--- config.mk ---
export PLATFORM = sky130hd
export DESIGN_NAME = throttle_ramp_motor_controller_unit
export DESIGN_NICKNAME = d
export VERILOG_FILES = /design/src/hdl/trmc_pkg.sv /design/src/hdl/trmc_div.sv /design/src/hdl/throttle_ramp_motor_controller_unit.sv
export VERILOG_INCLUDE_DIRS = /design/src /design/src/hdl
export SDC_FILE = /design/constraint.sdc
export NUM_CORES = 1
export LEC_CHECK = 0
export ABC_AREA = 1
export BUFFER_PORTS_ARGS = -buffer_cell sky130_fd_sc_hd__buf_2
export CORE_ASPECT_RATIO = 1.1
export CORE_MARGIN = 8
export CORE_UTILIZATION = 30
export CTS_CLUSTER_DIAMETER = 80
export DETAILED_ROUTE_END_ITERATION = 12
export SYNTH_ARGS = -nofsm -noshare
export SYNTH_HDL_FRONTEND = slang
export SYNTH_SLANG_ARGS = --single-unit
--- constraint.sdc ---
create_clock -name clk -period 9.26 [get_ports clk]
set_input_delay 0.463 -clock clk [delete_from_list [all_inputs] [get_ports clk]]
set_output_delay 0.463 -clock clk [all_outputs]
set_load 0.05 [all_outputs]
--- src/hdl/throttle_ramp_motor_controller_unit_assert.svh ---
// ----------------------------------------------------------------------------
// Assertion macros for the throttle ramp motor controller
// Clocked on clk and disabled while rst is high.
// ----------------------------------------------------------------------------
`ifndef THROTTLE_RAMP_MOTOR_CONTROLLER_UNIT_ASSERT_SVH
`define THROTTLE_RAMP_MOTOR_CONTROLLER_UNIT_ASSERT_SVH

// The consequent must hold in the same cycle as the antecedent.
`define TRMC_ASSERT_SAME(label, ante, cons, msg) \
  label: assert property (@(posedge clk) disable iff (rst) (ante) |-> (cons)) \
    else $error(msg);

// The consequent must hold in the cycle after the antecedent.
`define TRMC_ASSERT_NEXT(label, ante, cons, msg) \
  label: assert property (@(posedge clk) disable iff (rst) (ante) |=> (cons)) \
    else $error(msg);

`endif

--- src/hdl/trmc_pkg.sv ---
// ----------------------------------------------------------------------------
// trmc_pkg
// Shared widths of the throttle ramp motor controller.
// ----------------------------------------------------------------------------
package trmc_pkg;

  localparam int TIME_W  = 32;
  localparam int SPEED_W = 24;
  localparam int DUTY_W  = 8;
  localparam int CAP_W   = 7;

endpackage

--- src/hdl/trmc_div.sv ---
// ----------------------------------------------------------------------------
// trmc_div
// Bit-serial restoring divider: one quotient bit per cycle.
// ----------------------------------------------------------------------------
module trmc_div
  import trmc_pkg::*;
#(
  parameter int DVD_W = 24
) (
  input  logic              clk,
  input  logic              rst,
  input  logic              start,
  input  logic [DVD_W-1:0]  dividend,
  input  logic [TIME_W-1:0] divisor,
  output logic              done,
  output logic [DVD_W-1:0]  quotient
);

  localparam int CNT_W = $clog2(DVD_W + 1);

  logic [CNT_W-1:0]  count;
  logic [DVD_W-1:0]  work;
  logic [TIME_W-1:0] dsr;
  logic [TIME_W-1:0] rem;
  logic [TIME_W:0]   shifted;
  logic              ge;
  logic [TIME_W:0]   sub;

  // A zero divisor makes every trial subtraction succeed, so the quotient
  // comes out as all ones, which is the saturated value.
  assign shifted = {rem, work[DVD_W-1]};
  assign ge      = shifted >= {1'b0, dsr};
  assign sub     = shifted - {1'b0, dsr};

  always_ff @(posedge clk) begin
    if (rst) begin
      count <= '0;
      done  <= 1'b0;
    end else begin
      done <= (count == CNT_W'(1));
      if (start) begin
        count <= CNT_W'(DVD_W);
      end else if (count != '0) begin
        count <= count - CNT_W'(1);
      end
    end
  end

  always_ff @(posedge clk) begin
    if (start) begin
      work <= dividend;
      dsr  <= divisor;
      rem  <= '0;
    end else if (count != '0) begin
      work <= {work[DVD_W-2:0], ge};
      rem  <= ge ? sub[TIME_W-1:0] : shifted[TIME_W-1:0];
    end
  end

  assign quotient = work;

endmodule

--- src/hdl/throttle_ramp_motor_controller_unit.sv ---
// An accepted request passes through the divider (calc state) and the emit
// state to the output register; the bit-serial divider takes one quotient bit per cycle.
// A new request is taken only in the idle state, after the last one is emitted.
// A finished result waits in the output register while the next request runs.
// Reset (rst, synchronous): configuration goes to its defaults, ramp, tick
// counter, speed and edge time to zero, gear latch to forward, unlock off.
// ----------------------------------------------------------------------------
// throttle_ramp_motor_controller_unit
// Pedal ramp limiter with hall speed measurement and forward/reverse duties.
// ----------------------------------------------------------------------------
`include "throttle_ramp_motor_controller_unit_assert.svh"

module throttle_ramp_motor_controller_unit
  import trmc_pkg::*;
#(
  parameter int ADC_BITS = 10
) (
  input  logic                clk,
  input  logic                rst,
  input  logic                cfg_we,
  input  logic [2:0]          cfg_index,
  input  logic [23:0]         cfg_data,
  input  logic                in_valid,
  output logic                in_ready,
  input  logic                mode,
  input  logic [TIME_W-1:0]   now_ms,
  input  logic [ADC_BITS-1:0] adc_sample,
  input  logic                forward_switch,
  input  logic                unlock_switch,
  output logic                out_valid,
  input  logic                out_ready,
  output logic [DUTY_W-1:0]   forward_duty,
  output logic [DUTY_W-1:0]   reverse_duty,
  output logic [SPEED_W-1:0]  speed_kmh_q8,
  output logic                gear_is_forward,
  output logic                full_speed_on
);

  localparam int NUM_W = ADC_BITS + 8;
  localparam int DVD_W = (NUM_W > SPEED_W) ? NUM_W : SPEED_W;
  localparam logic [DUTY_W-1:0] RAMP_FLOOR = DUTY_W'(10);

  typedef enum logic [2:0] {
    REG_UPPER   = 3'd0,
    REG_LOWER   = 3'd1,
    REG_INTERV  = 3'd2,
    REG_FWD_CAP = 3'd3,
    REG_REV_CAP = 3'd4,
    REG_TIMEOUT = 3'd5,
    REG_SPD_K   = 3'd6
  } reg_index_t;

  typedef enum logic [1:0] {
    ST_IDLE,
    ST_CALC,
    ST_EMIT
  } state_t;

  // Configuration
  logic [9:0]         pedal_upper_limit;
  logic [9:0]         pedal_lower_limit;
  logic [7:0]         ramp_interval;
  logic [CAP_W-1:0]   safe_forward_cap;
  logic [CAP_W-1:0]   safe_reverse_cap;
  logic [15:0]        stop_timeout_ms;
  logic [SPEED_W-1:0] speed_constant;

  always_ff @(posedge clk) begin
    if (rst) begin
      pedal_upper_limit <= 10'd810;
      pedal_lower_limit <= 10'd240;
      ramp_interval     <= 8'd60;
      safe_forward_cap  <= 7'd120;
      safe_reverse_cap  <= 7'd50;
      stop_timeout_ms   <= 16'd1000;
      speed_constant    <= 24'd337784;
    end else if (cfg_we) begin
      case (cfg_index)
        REG_UPPER:   pedal_upper_limit <= cfg_data[9:0];
        REG_LOWER:   pedal_lower_limit <= cfg_data[9:0];
        REG_INTERV:  ramp_interval     <= cfg_data[7:0];
        REG_FWD_CAP: safe_forward_cap  <= cfg_data[CAP_W-1:0];
        REG_REV_CAP: safe_reverse_cap  <= cfg_data[CAP_W-1:0];
        REG_TIMEOUT: stop_timeout_ms   <= cfg_data[15:0];
        REG_SPD_K:   speed_constant    <= cfg_data;
        default: ;
      endcase
    end
  end

  // Block state
  state_t             state;
  logic [DUTY_W-1:0]  ramp_level;
  logic [7:0]         ramp_ticks;
  logic               latched_forward;
  logic               latched_unlock;
  logic [TIME_W-1:0]  last_edge_ms;
  logic [SPEED_W-1:0] speed_value;

  // Captured request
  logic              item_mode;
  logic [TIME_W-1:0] item_now;
  logic              item_fsw;
  logic              item_usw;
  logic              item_tmo;
  logic              item_hi;
  logic              item_lo;

  logic accept;
  assign in_ready = (state == ST_IDLE);
  assign accept   = in_valid && in_ready;

  // Operand setup in the accept cycle
  logic [ADC_BITS-1:0] up_m;
  logic [ADC_BITS-1:0] lo_m;
  logic [ADC_BITS-1:0] span;
  logic [ADC_BITS-1:0] range;
  logic [NUM_W-1:0]    num;
  logic [TIME_W-1:0]   diff;
  logic [DVD_W-1:0]    div_dividend;
  logic [TIME_W-1:0]   div_divisor;
  logic                div_done;
  logic [DVD_W-1:0]    div_quotient;

  assign up_m  = ADC_BITS'(pedal_upper_limit);
  assign lo_m  = ADC_BITS'(pedal_lower_limit);
  assign span  = adc_sample - lo_m;
  assign range = up_m - lo_m;
  // Times 255 as times 256 minus one.
  assign num   = {span, 8'd0} - NUM_W'(span);
  assign diff  = now_ms - last_edge_ms;

  assign div_dividend = mode ? DVD_W'(speed_constant) : DVD_W'(num);
  assign div_divisor  = mode ? diff : TIME_W'(range);

  trmc_div #(
    .DVD_W (DVD_W)
  ) u_div (
    .clk      (clk),
    .rst      (rst),
    .start    (accept),
    .dividend (div_dividend),
    .divisor  (div_divisor),
    .done     (div_done),
    .quotient (div_quotient)
  );

  // Commit of a control tick
  logic [SPEED_W-1:0] speed_tick;
  logic [DUTY_W-1:0]  req_raw;
  logic [DUTY_W-1:0]  req;
  logic [7:0]         ticks_inc;
  logic [7:0]         ticks_next;
  logic [DUTY_W-1:0]  ramp_dec;
  logic [DUTY_W-1:0]  ramp_next;
  logic               latch_now;

  always_comb begin
    speed_tick = item_tmo ? '0 : speed_value;
    priority if (item_hi) begin
      req_raw = DUTY_W'(255);
    end else if (item_lo) begin
      req_raw = '0;
    end else begin
      req_raw = div_quotient[DUTY_W-1:0];
    end
    req       = latched_forward ? req_raw : (req_raw >> 1);
    ticks_inc = ramp_ticks + 8'd1;
    ramp_dec  = (ramp_level >= DUTY_W'(2)) ? ramp_level - DUTY_W'(2) : '0;
    ramp_next = ramp_level;
    ticks_next = ticks_inc;
    if (ticks_inc > ramp_interval) begin
      ticks_next = '0;
      if (req < ramp_level) begin
        ramp_next = (ramp_dec < RAMP_FLOOR) ? '0 : ramp_dec;
      end else if (req > ramp_level) begin
        ramp_next = ramp_level + DUTY_W'(1);
      end
    end
    latch_now = (ramp_next == '0) && (speed_tick == '0);
  end

  // Driven duty from the current state
  logic [CAP_W-1:0]  half_level;
  logic [CAP_W-1:0]  cap;
  logic [DUTY_W-1:0] drive;

  always_comb begin
    half_level = ramp_level[DUTY_W-1:1];
    cap        = latched_forward ? safe_forward_cap : safe_reverse_cap;
    if (latched_unlock) begin
      drive = ramp_level;
    end else begin
      drive = {1'b0, (half_level > cap) ? cap : half_level};
    end
  end

  always_ff @(posedge clk) begin
    if (rst) begin
      state           <= ST_IDLE;
      out_valid       <= 1'b0;
      ramp_level      <= '0;
      ramp_ticks      <= '0;
      latched_forward <= 1'b1;
      latched_unlock  <= 1'b0;
      last_edge_ms    <= '0;
      speed_value     <= '0;
    end else begin
      // In the emit state the output register is handled below.
      if (out_valid && out_ready && state != ST_EMIT) begin
        out_valid <= 1'b0;
      end
      unique case (state)
        ST_IDLE: begin
          if (accept) begin
            item_mode <= mode;
            item_now  <= now_ms;
            item_fsw  <= forward_switch;
            item_usw  <= unlock_switch;
            item_tmo  <= diff > TIME_W'(stop_timeout_ms);
            item_hi   <= adc_sample >= up_m;
            item_lo   <= adc_sample <= lo_m;
            state     <= ST_CALC;
          end
        end
        ST_CALC: begin
          if (div_done) begin
            if (item_mode) begin
              last_edge_ms <= item_now;
              speed_value  <= SPEED_W'(div_quotient);
            end else begin
              speed_value <= speed_tick;
              ramp_level  <= ramp_next;
              ramp_ticks  <= ticks_next;
              if (latch_now) begin
                latched_forward <= item_fsw;
                latched_unlock  <= item_usw;
              end
            end
            state <= ST_EMIT;
          end
        end
        ST_EMIT: begin
          if (!out_valid || out_ready) begin
            forward_duty    <= latched_forward ? drive : '0;
            reverse_duty    <= latched_forward ? '0 : drive;
            speed_kmh_q8    <= speed_value;
            gear_is_forward <= latched_forward;
            full_speed_on   <= latched_unlock;
            out_valid       <= 1'b1;
            state           <= ST_IDLE;
          end
        end
        default: state <= ST_IDLE;
      endcase
    end
  end

  `TRMC_ASSERT_SAME(a_done_in_calc, div_done, state == ST_CALC, "divider finished outside calc")
  `TRMC_ASSERT_NEXT(a_busy_after_accept, accept, !in_ready, "ready stayed high after a request")
  `TRMC_ASSERT_SAME(a_fwd_gear_rev_zero, out_valid && gear_is_forward, reverse_duty == '0,
                    "reverse duty driven in forward gear")
  `TRMC_ASSERT_SAME(a_rev_gear_fwd_zero, out_valid && !gear_is_forward, forward_duty == '0,
                    "forward duty driven in reverse gear")

endmodule
# Word-level counts from Yosys, hierarchy flattened
# Index checks and enable logic that the tools add are counted.
op_classes:
  muxes: 28
  add_sub_neg: 9
  mul: 0
  bitwise: 2
  n_reduce_logical: 27
  n_shift: 0
  magnitude_cmp: 10
  n_div: 0
  n_eq_ne: 13
op_table:
  columns: ["op", "count"]
  rows:
  - ["24-bit two-way mux", 5]
  - ["8-bit two-way mux", 10]
  - ["32-bit subtractor", 2]
  - ["33-bit by 32-bit greater-or-equal comparator with 1-bit output", 1]
  - ["32-bit by 16-bit > comparator with 1-bit output", 1]
  - ["32-bit two-way mux", 1]
  - ["24-bit logical NOT", 1]
  - ["10-bit subtractor", 2]
  - ["18-bit by 10-bit subtractor with 18-bit output", 1]
  - ["8-bit by 1-bit adder with 8-bit output (second input constant)", 2]
  - ["8-bit > comparator", 2]
  - ["2-bit AND reduction", 8]
  - ["3-bit AND reduction", 5]
  - ["7-bit two-way mux", 2]
  - ["10-bit greater-or-equal comparator", 1]
  - ["10-bit less-or-equal comparator", 1]
  - ["10-bit two-way mux", 1]
  - ["5-bit two-way mux", 2]
  - ["3-bit equality test (second input constant)", 3]
  - ["8-bit by 2-bit greater-or-equal comparator with 1-bit output (second input constant)", 1]
  - ["8-bit logical NOT", 1]
  - ["8-bit by 4-bit < comparator with 1-bit output (second input constant)", 1]
  - ["8-bit < comparator", 1]
  - ["8-bit by 2-bit subtractor with 8-bit output (second input constant)", 1]
  - ["other kinds (22)", 33]
word_totals:
  romBits: 0
  in_bits: 77
  latchBits: 0
  n_memories: 0
  ramBits: 0
  word_cells: 123
  ff_bits: 333

# Logic depth before layout (Yosys ltp)
# Gate-level depths: netlist (run 1).
logic_depth:
  word_depth: 10
  ltp_mapped: 23
  mapped_depth_nobuf: 23

# By module
# From an unflattened synthesis (run 1), not the netlist that was laid out.
hier_totals:
  hier_cells: 2880
  area_unflattened_um2: 20778.7
modules_own_cells:
  columns: ["mod", "area_per_inst_um2", "cells_each", "n_inst", "seq_area_each_um2"]
  rows:
  - ["throttle_ramp_motor_controller_unit", 14201.1, 1905, 1, 5585.4]
  - ["trmc_div", 6577.6, 975, 1, 2442.3]

# Worst setup path after synthesis (run 1)
# OpenSTA, ideal clock, no wires.
synth_timing:
  path_type: "in2reg"
  start: "in rst"
  end: "reg forward_duty[0], enable pin"
  required_ns: 8.766
  cell_stages: 3
  path_slack_ns: 4.980
  arrival_time_ns: 3.787
  cell_sequence: "clkbuf_1 buf_1 nor3_1"
synth_via:
  elab_chain_len: 2
synth_lines:
  columns: ["element", "line", "rtl"]
  rows:
  - ["start: declaration", "throttle_ramp_motor_controller_unit.sv:19", "input logic rst,"]
  - ["1-bit inverter (no line)", null, null]
  - ["3-bit AND reduction (no line)", null, null]
  - ["end signal: assignment", "throttle_ramp_motor_controller_unit.sv:245", "forward_duty <= latched_forward ? drive : '0;"]
  - ["end: declaration", "throttle_ramp_motor_controller_unit.sv:32", "output logic [DUTY_W-1:0] forward_duty,"]
# Every way passes these cells.
# A chain may end at the register's enable or synchronous reset.

# Final worst setup path (run 1)
layout_timing:
  start: "reg last_edge_ms[0]"
  end: "reg item_tmo (data pin)"
layout_via:
  elab_chain_len: 2
layout_lines:
  columns: ["element", "line", "rtl"]
  rows:
  - ["start: declaration", "throttle_ramp_motor_controller_unit.sv:97", "logic [TIME_W-1:0] last_edge_ms;"]
  - ["start signal: assignment", "throttle_ramp_motor_controller_unit.sv:229", "last_edge_ms <= item_now;"]
  - ["32-bit subtractor", "throttle_ramp_motor_controller_unit.sv:131", "assign diff = now_ms - last_edge_ms;"]
  - ["via diff[14]", "throttle_ramp_motor_controller_unit.sv:119", "logic [TIME_W-1:0] diff;"]
  - ["32-bit by 16-bit > comparator with 1-bit output", "throttle_ramp_motor_controller_unit.sv:220", "item_tmo <= diff > TIME_W'(stop_timeout_ms);"]
  - ["end signal: assignment", "throttle_ramp_motor_controller_unit.sv:220", null]
  - ["end: declaration", "throttle_ramp_motor_controller_unit.sv:105", "logic item_tmo;"]
# The timed path passes the listed nets, and every way through them passes these cells.

==> qor.tcl, run 1 <==
set qor(grt_first_pass_wirelength_um) 90100
set qor(place_ws_ps) 5570
set qor(dpl.hpwl_um) 43000
set qor(switchingPower_mw) 1.76
set qor(placement.io_buffers) 120
set qor(grt_overflow) 0
set qor(drive_above_1_share) 0.0874
set qor(via_count) 17300
set qor(area_delta_synth_final_pct) 14.2
set qor(dieArea_um2) 74000
set qor(synth-async-reset-ratio) 0
set qor(pd_cells_nw_per_um2) 219
set qor(cts.sinks) 333
set qor(peakVddDrop_mv) 0.119
set qor(min_from) {now_ms[0]}
set qor(ant_nets) 0
set qor(cts-buffers-inserted) 40
set qor(clock-root-buffer) {clkbuf_16}
set qor(die_w_um) 260
set qor(rows) 98
set qor(cp_common_cell) {nand2_1}
set qor(run_status) {complete, no violations}
set qor(drv.max_cap_violation_count) 0
set qor(setup.worst_path.end_class) {flip-flop}
set qor(ys_seq_area_frac) 0.409
set qor(power_report.internal_total_mw) 3.15
set qor(power_switching_share) 0.358
set qor(hold_buffers) 0
set qor(cts.clk_slew.worst_paths_ps) 60
set qor(netlist-cell-type-count) 54
set qor(syn_avg_cell_area_um2) 7.60
set qor(synth.largest_area_cell) {edfxtp_1}
set qor(final_critical_path_time_including_i_o_delays_and_setup_ps) 3400
set qor(timing.final.hold_violations) 0
set qor(final_net_count) 2917
set qor(worstSetupStartpoint) {last_edge_ms[0]}
set qor(comb_power_share) 0.301
set qor(syn_area_um2) 19700
set qor(final_skew_ps) 32.5
set qor(grt_util_all_layers) 0.150
set qor(post_cts_resize_count) 0
set qor(cpMaxStageDelayCell) {fa_1}
set qor(final_common_cell) {nand2_1}
set qor(share_clk_of_total_power) 0.323
set qor(initial_core_util) 0.303
set qor(die_h_um) 284
set qor(grt_antenna_before_repair) 2
set qor(first_pass_iters) 6
set qor(wire_per_inst_um) 16.0
set qor(max_freq_mhz) 294
set qor(ys_warn_count) 0
set qor(ctsLongestPathBuffers) 3
set qor(synthesis.instances) 2587
set qor(ios) 121
set qor(setup.worst_path.class) {reg2reg}
set qor(post-cts-setup-buffers) 0
set qor(setup_ws_ps) 5860
set qor(post_synth_main_area_contributors) {edfxtp_1 (21%), dfxtp_1 (20%), nand2_1 (11%), ha_1 (9.0%), nor2_1 (6.2%)}
set qor(finalWirelength_um) 57300
set qor(synth_ff_type) {dfxtp_1}
set qor(maxSlewViolCount) 0
set qor(critPathArrivalTime_ps) 3710
set qor(path_max_fanout) 4
set qor(cts.htree.levels) 2
set qor(routabilityCongestion) 0.933
set qor(startpoint_type) {flip-flop}
set qor(post-route-drc-count) 0
set qor(grt_start_max_net_pins) 78
set qor(cp.required_ps) 9570
set qor(cts_tree) {built}
set qor(setup_viol) 0
set qor(worstSkewPairLatency_ps) 580
set qor(tightest_pin_transition_ps) 1080
set qor(power_frac_seq) 0.376
set qor(path_cells) {ha_1 > inv_1 > fa_1 > nand3_1 > nand2_1 > nand2_1 > nand2_1 > a21oi_1 > o21bai_1 > xor2_1 > ha_1 > nand2_1 > inv_1 > nand3_1 > nor3_1 > nand3_1 > nand2_1 > nand4_1 > nor2_1 > nand4_1}
set qor(critical_path.max_stage_delay_ps) 430
set qor(fillers) 6846
set qor(first_iter_violations) 1153
set qor(setup_tns_ps) 0
set qor(viasPerCell) 4.83
set qor(yosys_register_bits) 333
set qor(synth_top_area_share) 0.208
set qor(placeableCoreArea_um2) 64900
set qor(timing.final.crit_share) 0.367
set qor(synth_enable_flop_cells) 136
set qor(worst_slew_margin_rel) 0.274
set qor(hold_path.class) {in2reg}
set qor(crit-reg2reg-launch) {last_edge_ms[0]}
set qor(vias_in_the_first_global_route) 16600
set qor(most_used_cells_in_the_layout_excluding_fill_and_tap_cells) {nand2_1 (572), nor2_1 (320), inv_1 (297)}
set qor(grt_setup_unrepaired) {false}
set qor(leakagePower_nw) 9.80
set qor(synthesized_netlist_net_count) 2810
-- final timing paths --
path | end | slack (ps) | cells after the start
worst min register to register | speed_constant[9] | 450 | 2
worst min-delay path | item_now[0] | 80 | 1
worst max register to register | item_tmo | 5860 | 20
worst max-delay path | item_tmo | 5860 | 20
-- metrics by stage --
step                      instance area [um2]  utilization  total power, mW  hold WS, ps  std cells
final                                   22400        0.346             4.91         84.9       3576
after global routing                    22400        0.346             5.22         63.0       3575
after CTS                               22400        0.346             4.95         46.2       3574
after detailed placement                21100        0.326             3.34          440       3502
after global placement                  21100        0.326             3.34          434       3502
after floorplan                         19700            -             2.96          406       2587
-- synthesized netlist by cell type, types with 11 or more instances --
library cell / number
a21o_1: 14
a21oi_1: 221
a22oi_1: 24
clkbuf_1: 54
dfxtp_1: 197
edfxtp_1: 136
ha_1: 142
inv_1: 299
mux2i_1: 11
nand2_1: 573
nand3_1: 154
nand4_1: 25
nor2_1: 322
nor3_1: 24
o211ai_1: 29
o21ai_0: 179
o21ai_1: 11
xnor2_1: 25
xor2_1: 35
-- layer usage --
metal / GRT usage / wire length (um)
met1: 0.199 / 26200
met4: 0.0572 / 2060
met5: 0 / 0
met2: 0.244 / 25900
met3: 0.0243 / 3130
-- worst max-delay path: cells and delay by family, from the launching register on --
family,cells,cell delay (ps)
DFF,1,330
buffers and inverters,2,110
AOI/OAI and AO/OA,2,430
xor gates and xnor gates,1,170
and+or+nand+nor,12,1270
adders and majority gates,3,850
-- state kept, by name (all words and copies together) (netlist names), 10 cells and up --
signal,flops
item_now,32
last_edge_ms,32
lo_m,10
pedal_upper_limit,10
speed_constant,24
speed_kmh_q8,24
speed_value,24
stop_timeout_ms,16
u_div.dsr,32
u_div.quotient,24
u_div.rem,32
-- layout make-up --
class | count | area (um2) | share of cell area
sequential | 333 | 8030 | 0.358
tap | 850 | 1060 | 0.0474
multi-input combinational | 1875 | 10200 | 0.453
inverter | 310 | 1160 | 0.0519
antenna | 2 | 5.00 | 0.000223
clock buffer | 56 | 1100 | 0.0491
timing repair buffer | 134 | 706 | 0.0315
clock inverter | 16 | 198 | 0.00881
-- power groups by stage --
stage	Combinational, mW	Sequential [mW]	Clock (mW)
global route	1.68	1.87	1.67
floorplan	1.14	1.82	0
finish	1.48	1.85	1.58
global placement	1.47	1.87	0
detailed placement	1.47	1.87	0
CTS	1.48	1.84	1.63
-- logic make-up after synthesis --
logic type | Yosys count | share of synthesized area
simple gates | 1136 | 0.239
compound gates | 519 | 0.149
buf+inv | 379 | 0.0748
flops | 333 | 0.409
fa+ha+maj | 146 | 0.0945
xor+xnor | 63 | 0.0292
mux | 11 | 0.00560
Note: power is estimated with default switching activity, not from simulation.
==> run 2, diff against run 1 <==
ABC_AREA = 0   (was 1)
clock period = 3 ns   (was 9.26 ns; I/O delays follow)
==> run 2 against run 1 <==
  * Critical path type unchanged
  * Clock skew down 2.4 ps
  * Sequential cell count unchanged
  * Largest power group is now combinational logic
  * First-iteration DRC count down 20%
  * Sequential power rose to 3.1 times the previous value
  * Die area down 4.1%
  * Non-clock buffer count up 351
  * Sequential share of layout area down 4.3 points
  * Clock power rose to 3.0 times the previous value
  * Hold slack better by 48 ps
  * The flow now finishes with violations (setup timing)
  * Cell count down 4.7%
  * Routed wire length down 0.70%
  * Combinational power rose to 4.1 times the previous value
==> qor.tcl, run 2 <==
set qor(hold_path.class) {in2reg}
set qor(maxSlewViolCount) 0
set qor(first_pass_iters) 6
set qor(synthesized_netlist_net_count) 2333
set qor(tightest_pin_transition_ps) 1010
set qor(pd_cells_nw_per_um2) 645
set qor(ctsLongestPathBuffers) 3
set qor(final_net_count) 2769
set qor(grt_start_max_net_pins) 64
set qor(syn_area_um2) 18800
set qor(power_report.internal_total_mw) 10.9
set qor(area_delta_synth_final_pct) 35.9
set qor(routabilityCongestion) 0.902
set qor(timing.final.hold_violations) 0
set qor(synth.largest_area_cell) {edfxtp_1}
set qor(fillers) 6123
set qor(ys_seq_area_frac) 0.427
set qor(worstSkewPairLatency_ps) 580
set qor(synth_enable_flop_cells) 136
set qor(synthesis.instances) 2110
set qor(cts.clk_slew.worst_paths_ps) 60
set qor(cts.sinks) 333
set qor(synthTopCellsByCount) {nand2_1 (290), dfxtp_1 (197), a21oi_1 (192)}
set qor(final_cell_count_no_fill) 3409
set qor(final_skew_ps) 30.1
set qor(path_max_fanout) 2
set qor(setup.reg_to_reg.worst_slack_ps) -960
set qor(power_frac_seq) 0.349
set qor(setup.worst_path.class) {reg2reg}
set qor(via_count) 16900
set qor(final_critical_path_time_including_i_o_delays_and_setup_ps) 3960
set qor(dpl.hpwl_um) 41600
set qor(grt_antenna_before_repair) 1
set qor(netlist-cell-type-count) 72
set qor(ys_warn_count) 0
set qor(post_synth_main_area_contributors) {edfxtp_1 (22%), dfxtp_1 (21%), ha_1 (9.4%), nand2_1 (5.8%), a21oi_1 (5.1%)}
set qor(setup.worst_path.end_class) {flip-flop}
set qor(synth_top_area_share) 0.217
set qor(setup_ws_ps) -960
set qor(drive_above_1_share) 0.259
set qor(max_freq_mhz) 253
set qor(cp.required_ps) 3290
set qor(rows) 96
set qor(die_h_um) 279
set qor(grt_util_all_layers) 0.155
set qor(placement.io_buffers) 120
set qor(dieArea_um2) 70900
set qor(grt_setup_unrepaired) {true}
set qor(most_used_cells_in_the_layout_excluding_fill_and_tap_cells) {nand2_1 (284), buf_4 (274), dfxtp_1 (189)}
set qor(placed_cells) 3236
set qor(run_status) {finished, violations left}
set qor(grt_first_pass_wirelength_um) 89800
set qor(synth_ff_type) {dfxtp_1}
set qor(cts.htree.levels) 2
set qor(comb_power_share) 0.364
set qor(first_iter_violations) 919
set qor(die_w_um) 255
set qor(post-synth-top-count-cell) {nand2_1}
set qor(yosys_register_bits) 333
set qor(power_switching_share) 0.338
set qor(timing.final.crit_share) 1.32
set qor(finalWirelength_um) 56900
set qor(synth-async-reset-ratio) 0
set qor(cts_tree) {built}
set qor(syn_avg_cell_area_um2) 8.91
set qor(grt_overflow) 0
set qor(layout.core_utilization) 0.411
set qor(vias_in_the_first_global_route) 17000
set qor(startpoint_type) {flip-flop}
set qor(switchingPower_mw) 5.57
set qor(final.hold.worst_slack_ps) 133
set qor(worst_slew_margin_rel) 0.325
set qor(share_clk_of_total_power) 0.287
set qor(wire_per_inst_um) 16.7
set qor(critPathArrivalTime_ps) 4250
set qor(initial_core_util) 0.302
set qor(clock-root-buffer) {clkbuf_16}
set qor(viasPerCell) 4.95
set qor(drv.max_cap_violation_count) 0
set qor(leakagePower_nw) 10.6
set qor(cts-buffers-inserted) 38
set qor(report.power.total_mw) 16.5
set qor(failed_checks) {setup timing}
set qor(setup_viol) 36
set qor(peakVddDrop_mv) 0.482
set qor(final_common_cell) {nand2_1}
set qor(ios) 121
set qor(post-route-drc-count) 0
set qor(placeableCoreArea_um2) 62200
set qor(ant_nets) 0
==> run 2: cell count changes in the layout (fill, tap and decap cells not counted), moves of 52 or more <==
cell	change
o21ai_0	-114
buf_4	+260
a21oi_1	-60
nand3_1	-105
dlygate4sd3_1	+60
mux2i_1	+52
inv_1	-149
nand2_1	-288
nor2_1	-176
==> run 2: worst max-delay path: stages (launching register included) <==
cell,delay (ps)
dfxtp_2,350
ha_4,130
inv_2,40
fa_2,360
a21oi_4,160
buf_6,130
o221ai_4,100
a21oi_2,160
nor2b_2,160
xnor2_1,80
ha_1,280
and4_1,180
nand3_1,100
nor4_1,250
a21oi_1,90
a211oi_2,270
or4b_4,510
a2111oi_4,210
nand4_1,120
==> run 2: path summary, 6_finish.rpt <==
kind,start,to,cells after the start
worst min-delay path,rst,last_edge_ms[9],2
worst max-delay path,last_edge_ms[0],item_tmo,18
worst min register to register,last_edge_ms[11],last_edge_ms[11],2
worst max register to register,last_edge_ms[0],item_tmo,18
==> run 2: area by class of cell <==
type | count | area [um2] | area share
Multi-Input combinational cell | 1533 | 10900 | 0.428
Sequential cell | 333 | 8040 | 0.315
Timing Repair Buffer | 485 | 3690 | 0.145
Clock buffer | 52 | 1070 | 0.0418
Tap cell | 833 | 1040 | 0.0408
Inverter | 155 | 582 | 0.0228
Clock inverter | 17 | 194 | 0.00759
Antenna cell | 1 | 2.50 | 0.0000980
==> run 2: logic make-up after synthesis <==
kind of cell / count (synthesis) / synth area share
mux: 70 / 0.0375
simple gates: 691 / 0.167
compound gates: 538 / 0.179
buf+inv: 244 / 0.0492
fa+ha+maj: 146 / 0.0988
flops: 333 / 0.427
xor+xnor: 88 / 0.0410
==> run 2: power groups by stage <==
stage / registers [mW] / clock network, mW / logic, mW
2_1_floorplan: 5.70 / 0 / 3.74
3_3_place_gp: 5.80 / 0 / 5.24
3_5_place_dp: 5.82 / 0 / 5.35
4_1_cts: 5.73 / 4.85 / 5.64
5_1_grt: 5.79 / 5.01 / 6.60
6_report: 5.74 / 4.73 / 6.00
==> run 2: through the flow <==
stage / area, um2 / setup slack (ps) / setup TNS [ps]
floorplan: 19200 / -631 / -2350
global placement: 22500 / -1030 / -11650
detailed placement: 22500 / -1190 / -14560
CTS: 25000 / -958 / -5930
global route: 25500 / -1180 / -12870
finish: 25500 / -960 / -7510
==> run 2: metal layers <==
metal,up-vias,share of wire,GRT usage
li1,8327,-,-
met1,8081,0.44,0.196
met2,367,0.48,0.266
met3,107,0.046,0.0234
met4,0,0.031,0.0540
met5,-,0,0
==> run 2: repair_timing <==
item | CTS | global route
endpoints found under the setup margin | 66 | 80
endpoints found under the hold margin | 97 | 0
hold buffers | 60 | 0
setup buffers | 23 | 24
cloned | 0 | 2
gates resized for setup | 110 | 84
pin swaps | 51 | 65
==> run 3, diff against run 2 <==
SETUP_SLACK_MARGIN = 0.2   (was default)
==> run 3 against run 2 <==
  * The run still ends with setup timing left
  * Clock skew is 2.2 ps lower
  * First-iteration DRC count fell by 0.44%
  * Clock-buffer cell count shrank 2
  * Non-clock buffer count grew 26
  * Power grew 1.2%
  * Register-to-register slack improved by 40 ps
  * Cell count rose by 0.82%
  * Via count is 0.44% higher
  * Routed wire length increased by 0.37%
  * Combinational power up 7.0%
  * Die area did not move
  * Critical endpoint unchanged
  * Highest routed layer unchanged
==> qor.tcl, run 3 (synthesis gave the netlist of run 2 again) <==
set qor(crit-reg2reg-launch) {last_edge_ms[0]}
set qor(cts.sinks) 333
set qor(max_freq_mhz) 255
set qor(min_path_cells) 1
set qor(pd_cells_nw_per_um2) 638
set qor(path_cells) {ha_4 > inv_2 > fa_2 > a21oi_4 > o21ai_2 > nand2_1 > a211oi_1 > nor3_1 > xnor2_1 > ha_1 > buf_4 > and4_1 > nand3_1 > nor4_2 > a21oi_1 > a211oi_2 > or4b_4 > a2111oi_4 > nand4_1}
set qor(most_used_cells_in_the_layout_excluding_fill_and_tap_cells) {buf_4 (285), nand2_1 (283), dfxtp_1 (188)}
set qor(cp.required_ps) 3290
set qor(path_max_fanout) 2
set qor(timing.final.hold_violations) 0
set qor(family_with_the_most_delay_on_the_worst_path) {simple AND/OR/NAND/NOR gates}
set qor(hold_path.class) {in2reg}
set qor(cts.htree.levels) 2
set qor(critical_path.max_stage_delay_ps) 490
set qor(drive_above_1_share) 0.284
set qor(finalWirelength_um) 57100
set qor(startpoint_type) {flip-flop}
set qor(dpl.hpwl_um) 41100
set qor(cts.clk_slew.worst_paths_ps) 60
set qor(tightest_pin_transition_ps) 1120
set qor(placement.io_buffers) 120
set qor(via_count) 17000
set qor(setup_ws_ps) -923
set qor(cpMaxStageDelayCell) {or4b_4}
set qor(place_ws_ps) -1170
set qor(final_skew_ps) 27.9
set qor(ant_nets) 0
set qor(leakagePower_nw) 10.8
set qor(timing.final.crit_share) 1.31
set qor(hold_end) {item_mode}
set qor(final_net_count) 2796
set qor(clock-root-buffer) {clkbuf_16}
set qor(layout.cell_area.non_filler_um2) 26100
set qor(placement.cell_area_um2) 22600
set qor(initial_core_util) 0.302
set qor(min_from) {mode}
set qor(setup_viol) 39
set qor(drv.max_cap_violation_count) 0
set qor(report.power.total_mw) 16.7
set qor(maxSlewViolCount) 0
set qor(first_iter_violations) 915
set qor(final.hold.worst_slack_ps) 94.0
set qor(worst_slew_margin_rel) 0.250
set qor(worstRegToRegCells) 19
set qor(first_pass_iters) 5
set qor(wire_per_inst_um) 16.6
set qor(failed_checks) {setup timing}
set qor(grt_antenna_before_repair) 0
set qor(worst_r2r_endpoint) {item_tmo}
set qor(insertedDiodeCount) 0
set qor(setup.worst_path.class) {reg2reg}
set qor(post-route-drc-count) 0
set qor(grt_setup_unrepaired) {true}
set qor(final_critical_path_time_including_i_o_delays_and_setup_ps) 3920
set qor(setup.worst_path.end_class) {flip-flop}
set qor(area_delta_synth_final_pct) 39.0
set qor(grt_start_max_net_pins) 80
set qor(worst_path_buf_inv) 2
set qor(grt_overflow) 0
set qor(grt_util_all_layers) 0.154
set qor(ios) 121
set qor(worstSkewPairLatency_ps) 570
set qor(die_w_um) 255
set qor(routabilityCongestion) 0.871
set qor(cts-buffers-inserted) 39
set qor(vias_in_the_first_global_route) 16900
set qor(placeableCoreArea_um2) 62200
set qor(run_status) {finished, violations left}
set qor(rows) 96
set qor(ctsLongestPathBuffers) 3
set qor(final_common_cell) {buf_4}
set qor(die_h_um) 279
set qor(critPathArrivalTime_ps) 4210
set qor(dieArea_um2) 70900
set qor(viasPerCell) 4.93
set qor(grt_first_pass_wirelength_um) 89700
set qor(peakVddDrop_mv) 0.423
set qor(cts_tree) {built}
set qor(setup.reg_to_reg.worst_slack_ps) -920
[run 3: metal layers]
metal | global-route usage | vias to the layer above | part of all wire
li1 | - | 8385 | -
met1 | 0.200 | 8071 | 0.44
met2 | 0.262 | 399 | 0.48
met3 | 0.0221 | 102 | 0.047
met4 | 0.0468 | 0 | 0.028
met5 | 0 | - | 0
[run 3: metrics by stage]
stage | setup TNS [ps] | util | cells
finish | -6670 | 0.420 | 3437
global route | -12060 | 0.420 | 3437
CTS | -6410 | 0.407 | 3413
detailed placement | -13860 | 0.363 | 3243
global placement | -11120 | 0.363 | 3243
floorplan | -2420 | - | 2110
[run 3: worst max-delay path by stage]
stage / from / end / cells past startpoint
CTS: last_edge_ms[0] / item_tmo / 19
finish: last_edge_ms[0] / item_tmo / 19
global placement: now_ms[0] / item_tmo / 21
floorplan: last_edge_ms[0] / item_tmo / 19
detailed placement: now_ms[0] / item_tmo / 21
global route: last_edge_ms[0] / item_tmo / 19
[run 3: where the power goes]
part	leakage [nW]	switching, mW	internal, mW
logic	7.27	3.39	3.02
registers	2.91	0.417	5.36
clock network	0.585	1.98	2.50
total	10.8	5.79	10.9
[run 3: what timing repair did]
| action | in CTS | in global routing |
|---|---|---|
| buffers inserted | 38 | 22 |
| gates resized for setup | 153 | 126 |
| gates cloned | 0 | 2 |
| setup endpoints to repair | 83 | 87 |
| pin swaps | 76 | 83 |
| hold buffers | 60 | 0 |
| hold endpoints to repair | 110 | 0 |
[run 3: area by class of cell]
cell class                 instances  area, um2
tap                              833       1040
clock inverter                    22        163
clock buffer                      50       1050
inverter                         155        582
sequential                       333       8040
multi-input combinational       1533      11300
fill                            6047      36100
timing repair buffer             511       3970
